File: src/rtl/brep_pkg.sv
// shared constants, register codes and payload types for the region extreme point search
// no dependencies; compiled first
`default_nettype none

package brep_pkg;

    localparam int CFG_WIDTH_W   = 11;
    localparam int CFG_HEIGHT_W  = 11;
    localparam int THRESH_W      = 8;
    localparam int MARGIN_W      = 8;
    localparam int CFG_DATA_W    = 11;
    localparam int CFG_INDEX_W   = 2;
    localparam int GRAY_W        = 8;
    localparam int POINT_W       = 10;
    localparam int POINT_INDEX_W = 3;
    localparam int NUM_POINTS    = 6;

    localparam int DEF_MAX_WIDTH  = 1024;
    localparam int DEF_MAX_HEIGHT = 1024;

    localparam logic [CFG_WIDTH_W-1:0]  RST_IMAGE_WIDTH    = 11'd640;
    localparam logic [CFG_HEIGHT_W-1:0] RST_IMAGE_HEIGHT   = 11'd480;
    localparam logic [THRESH_W-1:0]     RST_DARK_THRESHOLD = 8'd100;
    localparam logic [MARGIN_W-1:0]     RST_EDGE_MARGIN    = 8'd5;

    // slot layout: base slot plus side (0 left, 1 right)
    localparam int PT_TOP       = 0;
    localparam int PT_LEFTMOST  = 2;
    localparam int PT_RIGHTMOST = 4;
    localparam logic [POINT_INDEX_W-1:0] PT_LAST = 3'd5;

    typedef enum logic [CFG_INDEX_W-1:0] {
        REG_IMAGE_WIDTH    = 2'd0,
        REG_IMAGE_HEIGHT   = 2'd1,
        REG_DARK_THRESHOLD = 2'd2,
        REG_EDGE_MARGIN    = 2'd3
    } cfg_reg_t;

    typedef struct packed {
        logic [GRAY_W-1:0] gray_pixel;
        logic              frame_start;
    } pixel_t;

    typedef struct packed {
        logic [POINT_INDEX_W-1:0] point_index;
        logic [POINT_W-1:0]       point_x;
        logic [POINT_W-1:0]       point_y;
        logic                     point_found;
        logic                     last_point;
    } point_t;

endpackage

`default_nettype wire

File: src/rtl/brep_pixel_if.sv
// valid/ready channel carrying one grey pixel per transfer
// depends on brep_pkg
`default_nettype none

interface brep_pixel_if;
    logic            valid;
    logic            ready;
    brep_pkg::pixel_t data;

    modport source (output valid, output data, input ready);
    modport sink   (input valid, input data, output ready);
endinterface

`default_nettype wire

File: src/rtl/brep_point_if.sv
// valid/ready channel carrying one extreme point result per transfer
// depends on brep_pkg
`default_nettype none

interface brep_point_if;
    logic            valid;
    logic            ready;
    brep_pkg::point_t data;

    modport source (output valid, output data, input ready);
    modport sink   (input valid, input data, output ready);
endinterface

`default_nettype wire

File: src/rtl/binary_region_extreme_points_top.sv
// Region extreme point search over a grey pixel stream.
// Pixels enter in raster order, one transfer per clock while pixels.ready is high.
// Row and column are counted here; frame_start forces the pixel to (0,0).
// Per pixel the dark test, region compares and the six tracker updates are
// one level of compares and muxes into the tracker registers, so a pixel
// is taken every cycle that pixels.ready is high.
// On the last pixel of a frame the six points are copied into a result
// buffer and sent on the points channel from the next clock, one per
// cycle while points.ready is high (indexes 0 to 5, last_point on index 5);
// the next frame is taken meanwhile. If the receiver stalls, results wait
// in the buffer; the pixels channel only holds off while the next pixel
// may end a frame and the previous frame's results are not yet all transferred.
// Configuration is a plain write port; the user writes it only while the block is idle (not enforced).
// Reset loads the register defaults (640, 480, 100, 5), clears counters and
// trackers and empties the result buffer.
// depends on brep_pkg, brep_pixel_if, brep_point_if
`default_nettype none

module binary_region_extreme_points_top #(
    parameter int MAX_WIDTH  = brep_pkg::DEF_MAX_WIDTH,
    parameter int MAX_HEIGHT = brep_pkg::DEF_MAX_HEIGHT
) (
    input  wire logic                             clk,
    input  wire logic                             rst_n,
    input  wire logic                             write_enable,
    input  wire logic [brep_pkg::CFG_INDEX_W-1:0] reg_index,
    input  wire logic [brep_pkg::CFG_DATA_W-1:0]  write_data,
    brep_pixel_if.sink                            pixels,
    brep_point_if.source                          points
);
    import brep_pkg::*;

    localparam int CW = $clog2(MAX_WIDTH);
    localparam int RW = $clog2(MAX_HEIGHT);
    localparam int WW = ($clog2(MAX_WIDTH + 1) > CFG_WIDTH_W) ?
                        $clog2(MAX_WIDTH + 1) : CFG_WIDTH_W;
    localparam int HW = ($clog2(MAX_HEIGHT + 1) > CFG_HEIGHT_W) ?
                        $clog2(MAX_HEIGHT + 1) : CFG_HEIGHT_W;

    // configuration
    logic [CFG_WIDTH_W-1:0]  image_width_reg;
    logic [CFG_HEIGHT_W-1:0] image_height_reg;
    logic [THRESH_W-1:0]     dark_threshold_reg;
    logic [MARGIN_W-1:0]     edge_margin_reg;

    always_ff @(posedge clk or negedge rst_n)
    begin
        if (!rst_n)
        begin
            image_width_reg    <= RST_IMAGE_WIDTH;
            image_height_reg   <= RST_IMAGE_HEIGHT;
            dark_threshold_reg <= RST_DARK_THRESHOLD;
            edge_margin_reg    <= RST_EDGE_MARGIN;
        end
        else if (write_enable)
        begin
            case (cfg_reg_t'(reg_index))
                REG_IMAGE_WIDTH:    image_width_reg    <= write_data[CFG_WIDTH_W-1:0];
                REG_IMAGE_HEIGHT:   image_height_reg   <= write_data[CFG_HEIGHT_W-1:0];
                REG_DARK_THRESHOLD: dark_threshold_reg <= write_data[THRESH_W-1:0];
                REG_EDGE_MARGIN:    edge_margin_reg    <= write_data[MARGIN_W-1:0];
                default: ;
            endcase
        end
    end

    // clamped frame size
    logic [WW-1:0] w_raw, w_clamp, half_w;
    logic [HW-1:0] h_raw, h_clamp, half_h;

    always_comb
    begin
        w_raw = WW'(image_width_reg);
        h_raw = HW'(image_height_reg);
        if (w_raw == '0)
            w_clamp = WW'(1);
        else if (w_raw > WW'(MAX_WIDTH))
            w_clamp = WW'(MAX_WIDTH);
        else
            w_clamp = w_raw;
        if (h_raw == '0)
            h_clamp = HW'(1);
        else if (h_raw > HW'(MAX_HEIGHT))
            h_clamp = HW'(MAX_HEIGHT);
        else
            h_clamp = h_raw;
        half_w = w_clamp >> 1;
        half_h = h_clamp >> 1;
    end

    // position and tracker state
    logic [CW-1:0]      col_reg, col_next;
    logic [RW-1:0]      row_reg, row_next;
    logic [CW-1:0]      trk_x_reg     [NUM_POINTS];
    logic [CW-1:0]      trk_x_next    [NUM_POINTS];
    logic [RW-1:0]      trk_y_reg     [NUM_POINTS];
    logic [RW-1:0]      trk_y_next    [NUM_POINTS];
    logic [NUM_POINTS-1:0] trk_valid_reg, trk_valid_next;

    // result buffer
    logic [CW-1:0]         snap_x_reg [NUM_POINTS];
    logic [RW-1:0]         snap_y_reg [NUM_POINTS];
    logic [NUM_POINTS-1:0] snap_found_reg;
    logic                  busy_reg, busy_next;
    logic [POINT_INDEX_W-1:0] slot_reg, slot_next;

    logic          start;
    logic [CW-1:0] col;
    logic [RW-1:0] row;
    logic [WW:0]   col_ext, col_reg_ext;
    logic [HW:0]   row_ext, row_reg_ext;
    logic          dark, in_top, left_cond, right_cond;
    logic [1:0]    hit;
    logic          last_col, last_row, eof;
    logic          end_possible, buf_free;
    logic          xfer_in, xfer_out;
    logic [NUM_POINTS-1:0] upd_valid;
    logic [CW-1:0]         upd_x [NUM_POINTS];
    logic [RW-1:0]         upd_y [NUM_POINTS];

    always_comb
    begin
        start   = pixels.data.frame_start;
        col     = start ? '0 : col_reg;
        row     = start ? '0 : row_reg;
        col_ext = (WW+1)'(col);
        row_ext = (HW+1)'(row);

        dark      = pixels.data.gray_pixel < dark_threshold_reg;
        in_top    = row_ext < (HW+1)'(half_h);
        left_cond = (col_ext >= (WW+1)'(edge_margin_reg)) && (col_ext < (WW+1)'(half_w));
        right_cond = !left_cond && (col_ext >= (WW+1)'(half_w)) &&
                     ((col_ext + (WW+1)'(edge_margin_reg)) < (WW+1)'(w_clamp));
        hit[0] = dark && in_top && left_cond;
        hit[1] = dark && in_top && right_cond;

        last_col = (col_ext + (WW+1)'(1)) >= (WW+1)'(w_clamp);
        last_row = (row_ext + (HW+1)'(1)) >= (HW+1)'(h_clamp);
        eof      = last_col && last_row;

        // frame end reachable whatever frame_start says, so ready ignores payload
        col_reg_ext  = (WW+1)'(col_reg);
        row_reg_ext  = (HW+1)'(row_reg);
        end_possible = (((col_reg_ext + (WW+1)'(1)) >= (WW+1)'(w_clamp)) &&
                        ((row_reg_ext + (HW+1)'(1)) >= (HW+1)'(h_clamp))) ||
                       ((w_clamp == WW'(1)) && (h_clamp == HW'(1)));
        buf_free     = !busy_reg || ((slot_reg == PT_LAST) && points.ready);
    end

    assign pixels.ready = buf_free || !end_possible;
    assign xfer_in      = pixels.valid && pixels.ready;
    assign xfer_out     = points.valid && points.ready;

    // tracker update: frame start clears before this pixel is applied
    always_comb
    begin
        for (int k = 0; k < NUM_POINTS; k++)
        begin
            upd_valid[k] = start ? 1'b0 : trk_valid_reg[k];
            upd_x[k]     = start ? '0 : trk_x_reg[k];
            upd_y[k]     = start ? '0 : trk_y_reg[k];
        end
        for (int s = 0; s < 2; s++)
        begin
            if (hit[s])
            begin
                if (!upd_valid[PT_TOP + s])
                begin
                    upd_valid[PT_TOP + s] = 1'b1;
                    upd_x[PT_TOP + s]     = col;
                    upd_y[PT_TOP + s]     = row;
                end
                if (!upd_valid[PT_LEFTMOST + s] || (col < upd_x[PT_LEFTMOST + s]))
                begin
                    upd_valid[PT_LEFTMOST + s] = 1'b1;
                    upd_x[PT_LEFTMOST + s]     = col;
                    upd_y[PT_LEFTMOST + s]     = row;
                end
                if (!upd_valid[PT_RIGHTMOST + s] || (col > upd_x[PT_RIGHTMOST + s]))
                begin
                    upd_valid[PT_RIGHTMOST + s] = 1'b1;
                    upd_x[PT_RIGHTMOST + s]     = col;
                    upd_y[PT_RIGHTMOST + s]     = row;
                end
            end
        end
    end

    always_comb
    begin
        col_next       = col_reg;
        row_next       = row_reg;
        trk_valid_next = trk_valid_reg;
        trk_x_next     = trk_x_reg;
        trk_y_next     = trk_y_reg;
        if (xfer_in)
        begin
            if (eof)
            begin
                col_next       = '0;
                row_next       = '0;
                trk_valid_next = '0;
                for (int k = 0; k < NUM_POINTS; k++)
                begin
                    trk_x_next[k] = '0;
                    trk_y_next[k] = '0;
                end
            end
            else
            begin
                if (last_col)
                begin
                    col_next = '0;
                    row_next = RW'(row_ext + (HW+1)'(1));
                end
                else
                begin
                    col_next = CW'(col_ext + (WW+1)'(1));
                    row_next = row;
                end
                trk_valid_next = upd_valid;
                trk_x_next     = upd_x;
                trk_y_next     = upd_y;
            end
        end
    end

    always_comb
    begin
        busy_next = busy_reg;
        slot_next = slot_reg;
        if (xfer_in && eof)
        begin
            busy_next = 1'b1;
            slot_next = '0;
        end
        else if (xfer_out)
        begin
            if (slot_reg == PT_LAST)
                busy_next = 1'b0;
            else
                slot_next = slot_reg + POINT_INDEX_W'(1);
        end
    end

    always_ff @(posedge clk or negedge rst_n)
    begin
        if (!rst_n)
        begin
            col_reg       <= '0;
            row_reg       <= '0;
            trk_valid_reg <= '0;
            busy_reg      <= 1'b0;
            slot_reg      <= '0;
            for (int k = 0; k < NUM_POINTS; k++)
            begin
                trk_x_reg[k] <= '0;
                trk_y_reg[k] <= '0;
            end
        end
        else
        begin
            col_reg       <= col_next;
            row_reg       <= row_next;
            trk_valid_reg <= trk_valid_next;
            trk_x_reg     <= trk_x_next;
            trk_y_reg     <= trk_y_next;
            busy_reg      <= busy_next;
            slot_reg      <= slot_next;
        end
    end

    // snapshot taken with the frame's last pixel already applied
    always_ff @(posedge clk)
    begin
        if (xfer_in && eof)
        begin
            snap_found_reg <= upd_valid;
            snap_x_reg     <= upd_x;
            snap_y_reg     <= upd_y;
        end
    end

    logic slot_found;

    always_comb
    begin
        slot_found               = snap_found_reg[slot_reg];
        points.valid             = busy_reg;
        points.data.point_index  = slot_reg;
        points.data.point_found  = slot_found;
        points.data.point_x      = slot_found ? POINT_W'(snap_x_reg[slot_reg]) : '0;
        points.data.point_y      = slot_found ? POINT_W'(snap_y_reg[slot_reg]) : '0;
        points.data.last_point   = (slot_reg == PT_LAST);
    end

endmodule

`default_nettype wire
File: src/flat_wrapper.sv
// flat-port wrapper written by rule: the top's interface ports become plain ports
module binary_region_extreme_points_top_flat import brep_pkg::*;
#(
    parameter int MAX_WIDTH  = brep_pkg::DEF_MAX_WIDTH,
    parameter int MAX_HEIGHT = brep_pkg::DEF_MAX_HEIGHT
)
  (clk, rst_n, write_enable, reg_index, write_data, pixels_valid, pixels_data, pixels_ready, points_valid, points_data, points_ready);
  brep_pixel_if pixels_i ();
  brep_point_if points_i ();
  input  wire logic clk;
  input  wire logic rst_n;
  input  wire logic write_enable;
  input  wire logic [brep_pkg::CFG_INDEX_W-1:0] reg_index;
  input  wire logic [brep_pkg::CFG_DATA_W-1:0] write_data;
  input wire logic [$bits(pixels_i.valid)-1:0] pixels_valid;
  input wire logic [$bits(pixels_i.data)-1:0] pixels_data;
  output wire logic [$bits(pixels_i.ready)-1:0] pixels_ready;
  output wire logic [$bits(points_i.valid)-1:0] points_valid;
  output wire logic [$bits(points_i.data)-1:0] points_data;
  input wire logic [$bits(points_i.ready)-1:0] points_ready;
  assign pixels_i.valid = pixels_valid;
  assign pixels_i.data = pixels_data;
  assign pixels_ready = pixels_i.ready;
  assign points_valid = points_i.valid;
  assign points_data = points_i.data;
  assign points_i.ready = points_ready;
  binary_region_extreme_points_top #(.MAX_WIDTH(MAX_WIDTH), .MAX_HEIGHT(MAX_HEIGHT)) u_core (.clk(clk), .rst_n(rst_n), .write_enable(write_enable), .reg_index(reg_index), .write_data(write_data), .pixels(pixels_i), .points(points_i));
endmodule
File: config.mk
export PLATFORM = sky130hd
export DESIGN_NAME = binary_region_extreme_points_top_flat
export DESIGN_NICKNAME = d
export VERILOG_FILES = /design/src/rtl/brep_pkg.sv /design/src/rtl/brep_pixel_if.sv /design/src/rtl/brep_point_if.sv /design/src/rtl/binary_region_extreme_points_top.sv /design/src/flat_wrapper.sv
export SDC_FILE = /design/constraint.sdc
export NUM_CORES = 1
export LEC_CHECK = 0
export BUFFER_PORTS_ARGS = -buffer_cell sky130_fd_sc_hd__buf_2
export CORE_MARGIN = 4
export CORE_UTILIZATION = 45
export CTS_BUF_LIST = sky130_fd_sc_hd__clkbuf_4
export CTS_CLUSTER_SIZE = 28
export DETAILED_ROUTE_END_ITERATION = 8
export GPL_ROUTABILITY_DRIVEN = 1
export GPL_TIMING_DRIVEN = 0
export PLACE_DENSITY_LB_ADDON = 0.2
export SLEW_MARGIN = 20
export SYNTH_ARGS = -nofsm -noshare
export SYNTH_HDL_FRONTEND = slang
export SYNTH_SLANG_ARGS = --single-unit
File: constraint.sdc
create_clock -name clk -period 10.6 [get_ports clk]
set_clock_uncertainty 0.05 [all_clocks]
set_input_delay 2.12 -clock clk [delete_from_list [all_inputs] [get_ports clk]]
set_output_delay 2.12 -clock clk [all_outputs]
set_load 0.05 [all_outputs]
# Word-level counts from Yosys, hierarchy flattened
# Index checks and enable logic that the tools add are counted.
# Widths: inputs -> output; s select.
[word_totals]
register_bits = 314
in_bits = 27
output_inout_bits = 27
word_cells = 185
[op_classes]
n_addsub = 6
magnitude_cmp = 18
eq_ne = 7
mux = 81
n_bitwise = 1
n_reduce_logical = 38
[ops]
columns = ["operator", "n"]
rows = [
  ["$mux 10", 48],
  ["$mux 60", 2],
  ["$bmux 10 s3", 2],
  ["$ge 12x11->1", 4],
  ["$add 10x1->11 const B", 4],
  ["$mux 11", 4],
  ["$lt 10x10->1", 4],
  ["$eq 11x1->1 const B", 2],
  ["$gt 11x11->1 const B", 2],
  ["$logic_not 11->1", 2],
  ["$gt 10x10->1", 2],
  ["$mux 1", 20],
  ["$logic_and 1x1->1", 13],
  ["$lt 12x11->1", 1],
  ["$reduce_and 2->1", 6],
  ["$add 10x8->11", 1],
  ["$ge 10x10->1", 1],
  ["$ge 10x8->1", 1],
  ["$mux 3", 3],
  ["$lt 8x8->1", 1],
  ["$logic_not 1->1", 7],
  ["$logic_or 1x1->1", 7],
  ["$mux 6", 1],
  ["$eq 2x2->1 const B", 2],
  ["10 further kinds", 11],
]

# Longest topological paths before layout
[logic_depth]
depth_word = 12
ltp_mapped = 24
ltp_nobuf = 20

# Worst setup path before layout
# No wires, ideal clock.
[synth_timing]
path_kind = "in2reg"
from = "input pixels_data[0]"
to = "register u_core.snap_found_reg[0] (enable)"
setup_ns = 0.618
arrival_ns = 10.324
t_required_ns = 9.932
setup_slack_ns = -0.391
stages = 16
n_path_buf = 3
cell_sequence = "inv_2 > clkbuf_1 > clkbuf_1 > nand2_1 > inv_1 > ha_1 > nand3_1 > xor2_1 > ha_1 > o211ai_1 > o21a_1 > maj3_2 > o21ai_4 > nand2_1 > clkbuf_1 > nor2_1"
[synth_between]
elab_chain_len = 5
elab_cells_between_ends = 8
cone_classes = "add/sub (2); order compare (2); mux (2); reduce/logical (2)"
[synth_rtl]
columns = ["element", "line", "rtl"]
rows = [
  ["start: declaration", "flat_wrapper.sv:16", "input wire logic [$bits(pixels_i.data)-1:0] pixels_data;"],
  ["$mux 10, on equally long branches", "binary_region_extreme_points_top.sv:124, binary_region_extreme_points_top.sv:125", ""],
  ["$add 10x1->11, on equally long branches", "binary_region_extreme_points_top.sv:137, binary_region_extreme_points_top.sv:138", ""],
  ["$ge 12x11->1, on equally long branches", "binary_region_extreme_points_top.sv:137, binary_region_extreme_points_top.sv:138", ""],
  ["$logic_and 1x1->1 *", "binary_region_extreme_points_top.sv:139", "eof = last_col && last_row;"],
  ["$logic_and 1x1->1 *", "binary_region_extreme_points_top.sv:276", "if (xfer_in && eof)"],
  ["end signal: assignment", "binary_region_extreme_points_top.sv:278", "snap_found_reg <= upd_valid;"],
  ["end: declaration", "binary_region_extreme_points_top.sv:103", "logic [NUM_POINTS-1:0] snap_found_reg;"],
]
# Mark *: on every way between the ends. The rest lies on a longest branch, timed or not.
# A chain may end at the register's enable or synchronous reset.

==> results <==
- The run finished with clean final reports.
- The overflow left after global routing is 0.
- Counting every instance in the synthesized netlist gives 1,681.
- The sequential cells in the finished layout cover a total of roughly 8500 sq um.
- The met3 layer usage reported by global route is 5.20%.
- Measured on the finished design, the core utilization comes to about half.
- For this run, the post-layout net count is around 2,000.
- The routed wire length per instance is 22.6 microns.
- TritonCTS built the clock tree.
- The master of the slowest instance on the critical path is sky130_fd_sc_hd__clkbuf_1.
- The final setup TNS is 0 ns.
- The post-route DRC violation count is 0.
- The die is between 200 and 250 microns tall.
- The count of unique library cells instantiated by Yosys is 77.
- The count of placed standard cells in the final layout, fillers left out is roughly 2,400.
- The most numerous cell type found on the critical path is sky130_fd_sc_hd__clkbuf_1.
- The met1 routing resource usage after global routing is ~36%.
- The area growth from synthesis to layout is 12.4%.
- The count of nets left with antenna violations once routing finished came out at 0.
- In the final layout, the multi-input gates occupy ~9000 sq um.
- The nature of the critical path startpoint is a primary input.
- The wire-length estimate of the detail-placed layout is just over 40 mm.
- A synthesized cell averages around 11 sq um.
- Setup repair after global routing left no endpoint under its margin.
- The global-route usage over all layers is between 20% and 30%.
- Pin placement for this block handled 54 I/O pins.
- The total number of clock tree sinks is 314.
- Once placement finished, the instance area stood at between 15,000 and 20,000 sq um.
- The clock period could shrink to between 8 and 9 ns.
- The final non-filler cell area is between 20,000 and 25,000 sq um.
- Max-cap violations in this run came to 0.
- In this run the tool buffered the top-level ports with 53 buffer cells.
- STA classifies the critical path endpoint as a flop.
- The maximum number of pins on one net before global-route repair is 96.
- Wires add up to between 50 and 60 mm.
- The starting density of the core is a little under half.
- The met2 routing resource usage after global routing is a little under two fifths.
- The first routing iteration left roughly 1,200 violations.
- Headroom to the max-slew limit came out at between 30% and 40%.
- The number of antenna violations at the first check in global routing was 1.
- Counting the fill cells in the layout gives around 3,500.
- For this run, the number of Yosys warnings is 0.
- Sorting the synthesized cells by area gives the leading types as sky130_fd_sc_hd__dfrtp_1 24%, sky130_fd_sc_hd__edfxtp_1 21%, sky130_fd_sc_hd__ha_1 9.2%.
- The via count of the first global-routing pass was ~15,000.
- The cell taking the most area after synthesis is sky130_fd_sc_hd__dfrtp_1.
- The total power after layout is around 3.4 mW.
- The latest clock arrival within the worst-skew pair is roughly 0.80 ns.
- For the pin with the worst max-slew slack, the measured transition is between 0.9 and 1 ns.
- After layout, the worst setup slack is ~2.3 ns.
- The number of pins with negative max-slew slack in the final report was 0.
- The clock passes through at most 3 buffers.
- The largest driver fanout on the critical path is 10.
- Data on the critical path is required at its endpoint by ~11 ns.
- Measured along the x axis, the die boundary spans 210 microns.
- In this run the clock root is driven by a sky130_fd_sc_hd__clkbuf_4.
- The category of the most critical setup path is in -> reg.
- Detailed routing inserted a total of approximately 14,000 vias.
- For this run, the leading register cell type out of synthesis is sky130_fd_sc_hd__dfrtp_1.
- The final number of setup-violating endpoints is 0.
- In this run the biggest area consumer among cell types represents roughly a quarter of the synthesized area.
- Across the VDD grid, the largest voltage drop is 95.1 uV.
- The layer flagged by global routing as most heavily used is met2.
- The core region is 39,900 sq um.
- The final worst-path cycle share is 77.9%.
- For this run, the detailed router's first-pass iteration total came to 5.
- The placed instance count is about 2,300.
- The count of endpoints failing hold in the final timing report is 0.
- The clock transition at the registers of the reported paths is 0.06 ns.
- The fraction of the yosys area taken by sequential cells is between 40 and 50%.
- The leakage dissipation is approximately 8.8 nW.
- The maximum clock rate is 121 MHz.
- Counting flops with a built-in enable in the synthesized netlist gives approximately 130.
- The worst hold path belongs to the class reg -> reg.
- The signal arrival time at the worst endpoint is roughly 8.7 ns.
- The wire length of the first global-routing pass is 85.5 mm.
- The number of hold buffers added after CTS is 0.
- The die outline area is 43,900 sq um.
- Cells with a size suffix above 1 make up a little under 20% of the layout.
- The number of H-tree branching levels is 3.
- The pre-CTS worst setup slack is 1.62 ns.
- After detailed routing, the number of vias per cell comes to 5.85.
- The number of gates resized after CTS was 0.
- The routability-driven placement congestion ratio is 0.966.
- TritonCTS created 86 clock buffers.
- The critical path goes through buf_2 > inv_2 > clkbuf_1 > clkbuf_1 > nand2_1 > inv_1 > ha_1 > clkbuf_1 > inv_1 > a21oi_1 > a21oi_1 > o311ai_0 > xor2_1 > nor2_1 > ha_1 > nand4_1 > a2111oi_0 > a21bo_2 > o21a_1 > nand3b_1 > buf_4 > buf_4 > mux2i_1.
- The cell area after synthesis is 18,300 sq um.
- The biggest cell delay along the critical path is 0.71 ns.
- The net count of the mapped netlist is between 1,500 and 2,000.
- Buffers added to address setup during post-CTS repair amount to 0.
- The tightest hold path in the finished design has a slack of 0.432 ns.
- The initialized floorplan defines 73 standard-cell rows.
- The power density relative to cell area is 168 nW/um^2.
- In the synthesized netlist the async set-or-reset flop fraction comes to approximately 60%.
- The post-synthesis register bit count is between 300 and 400.
-- cell families after synthesis --
| group | share of synthesized area (%) |
|---|---|
| AO/OA/AOI/OAI | 14.7 |
| XOR/XNOR | 1.58 |
| adder cells (fa/ha/maj) | 9.41 |
| buffers and inverters | 4.06 |
| flip-flops | 46.5 |
| multiplexers | 11.2 |
| AND/OR/NAND/NOR | 12.6 |
-- cell type report --
| type | instances | area share [%] |
|---|---|---|
| clock inverters | 24 | 0.591 |
| diodes | 2 | 0.0244 |
| flip-flops and latches | 314 | 41.4 |
| clock buffers | 138 | 5.04 |
| plain buffers | 119 | 2.59 |
| inverters | 56 | 1.02 |
| repair buffers | 60 | 2.17 |
| multi-input cells | 1192 | 44.0 |
| well taps | 525 | 3.20 |
-- routing by layer --
metal / wire [microns] / up-vias
met3: 4040 / 116
met2: 24500 / 518
met4: 1600 / 0
li1: - / 6598
met1: 24800 / 6994
met5: 0 / -
-- worst paths after layout --
| path | slack (ns) | start | depth (start not counted) | end |
|---|---|---|---|---|
| worst max-delay path | 2.35 | pixels_data[0] | 23 | u_core.snap_x_reg[28] |
| worst min-delay path | 0.43 | u_core.trk_x_reg[10] | 1 | u_core.trk_x_reg[10] |
| worst max register to register | 4.25 | u_core.col_reg[0] | 20 | u_core.snap_x_reg[28] |
| worst min register to register | 0.43 | u_core.trk_x_reg[10] | 1 | u_core.trk_x_reg[10] |
| max in group asynchronous | 8.47 | rst_n | 2 | u_core.trk_y_reg[42] |
| min in group asynchronous | 1.21 | rst_n | 1 | u_core.edge_margin_reg[6] |
-- power breakdown --
part / internal (mW) / switching, mW
logic: 0.322 / 0.637
registers: 1.31 / 0.0421
clock network: 0.596 / 0.534
total: 2.23 / 1.21
-- worst max-delay path: cells and delay by family --
kind	cells	cell delay (ns)
and+or+nand+nor	4	0.73
xor gates and xnor gates	1	0.20
AOI/OAI and AO/OA	6	1.68
buffers and inverters	9	3.02
adders and majority gates	2	0.50
muxes	1	0.45
-- cell usage after synthesis, types with 12 or more instances --
library cell	instances
sky130_fd_sc_hd__a21o_1	14
sky130_fd_sc_hd__a21oi_1	48
sky130_fd_sc_hd__a22o_1	20
sky130_fd_sc_hd__a22oi_1	23
sky130_fd_sc_hd__a32o_1	20
sky130_fd_sc_hd__and3_1	16
sky130_fd_sc_hd__buf_2	29
sky130_fd_sc_hd__clkbuf_1	74
sky130_fd_sc_hd__dfrtp_1	177
sky130_fd_sc_hd__edfxtp_1	126
sky130_fd_sc_hd__ha_1	135
sky130_fd_sc_hd__inv_1	51
sky130_fd_sc_hd__mux2_2	59
sky130_fd_sc_hd__mux2i_1	90
sky130_fd_sc_hd__mux4_2	21
sky130_fd_sc_hd__nand2_1	211
sky130_fd_sc_hd__nand2b_1	19
sky130_fd_sc_hd__nand3_1	28
sky130_fd_sc_hd__nand4_1	21
sky130_fd_sc_hd__nor2_1	133
sky130_fd_sc_hd__nor2b_1	22
sky130_fd_sc_hd__nor3_1	12
sky130_fd_sc_hd__o211ai_1	14
sky130_fd_sc_hd__o21ai_0	49
sky130_fd_sc_hd__o2bb2ai_1	73
sky130_fd_sc_hd__o31ai_1	12
sky130_fd_sc_hd__xnor2_1	15
sky130_fd_sc_hd__xor2_1	18
-- cell usage in the layout, fill, tap and decap left out, drive strengths merged, types with 53 or more instances in the layout --
cell     count
mux2        59
nand2      212
o21ai       53
clkbuf     212
o2bb2ai     73
dfrtp      177
mux2i       90
nor2       135
inv         58
edfxtp     126
ha         135
buf        105
Power figures use the tool's default switching activity.
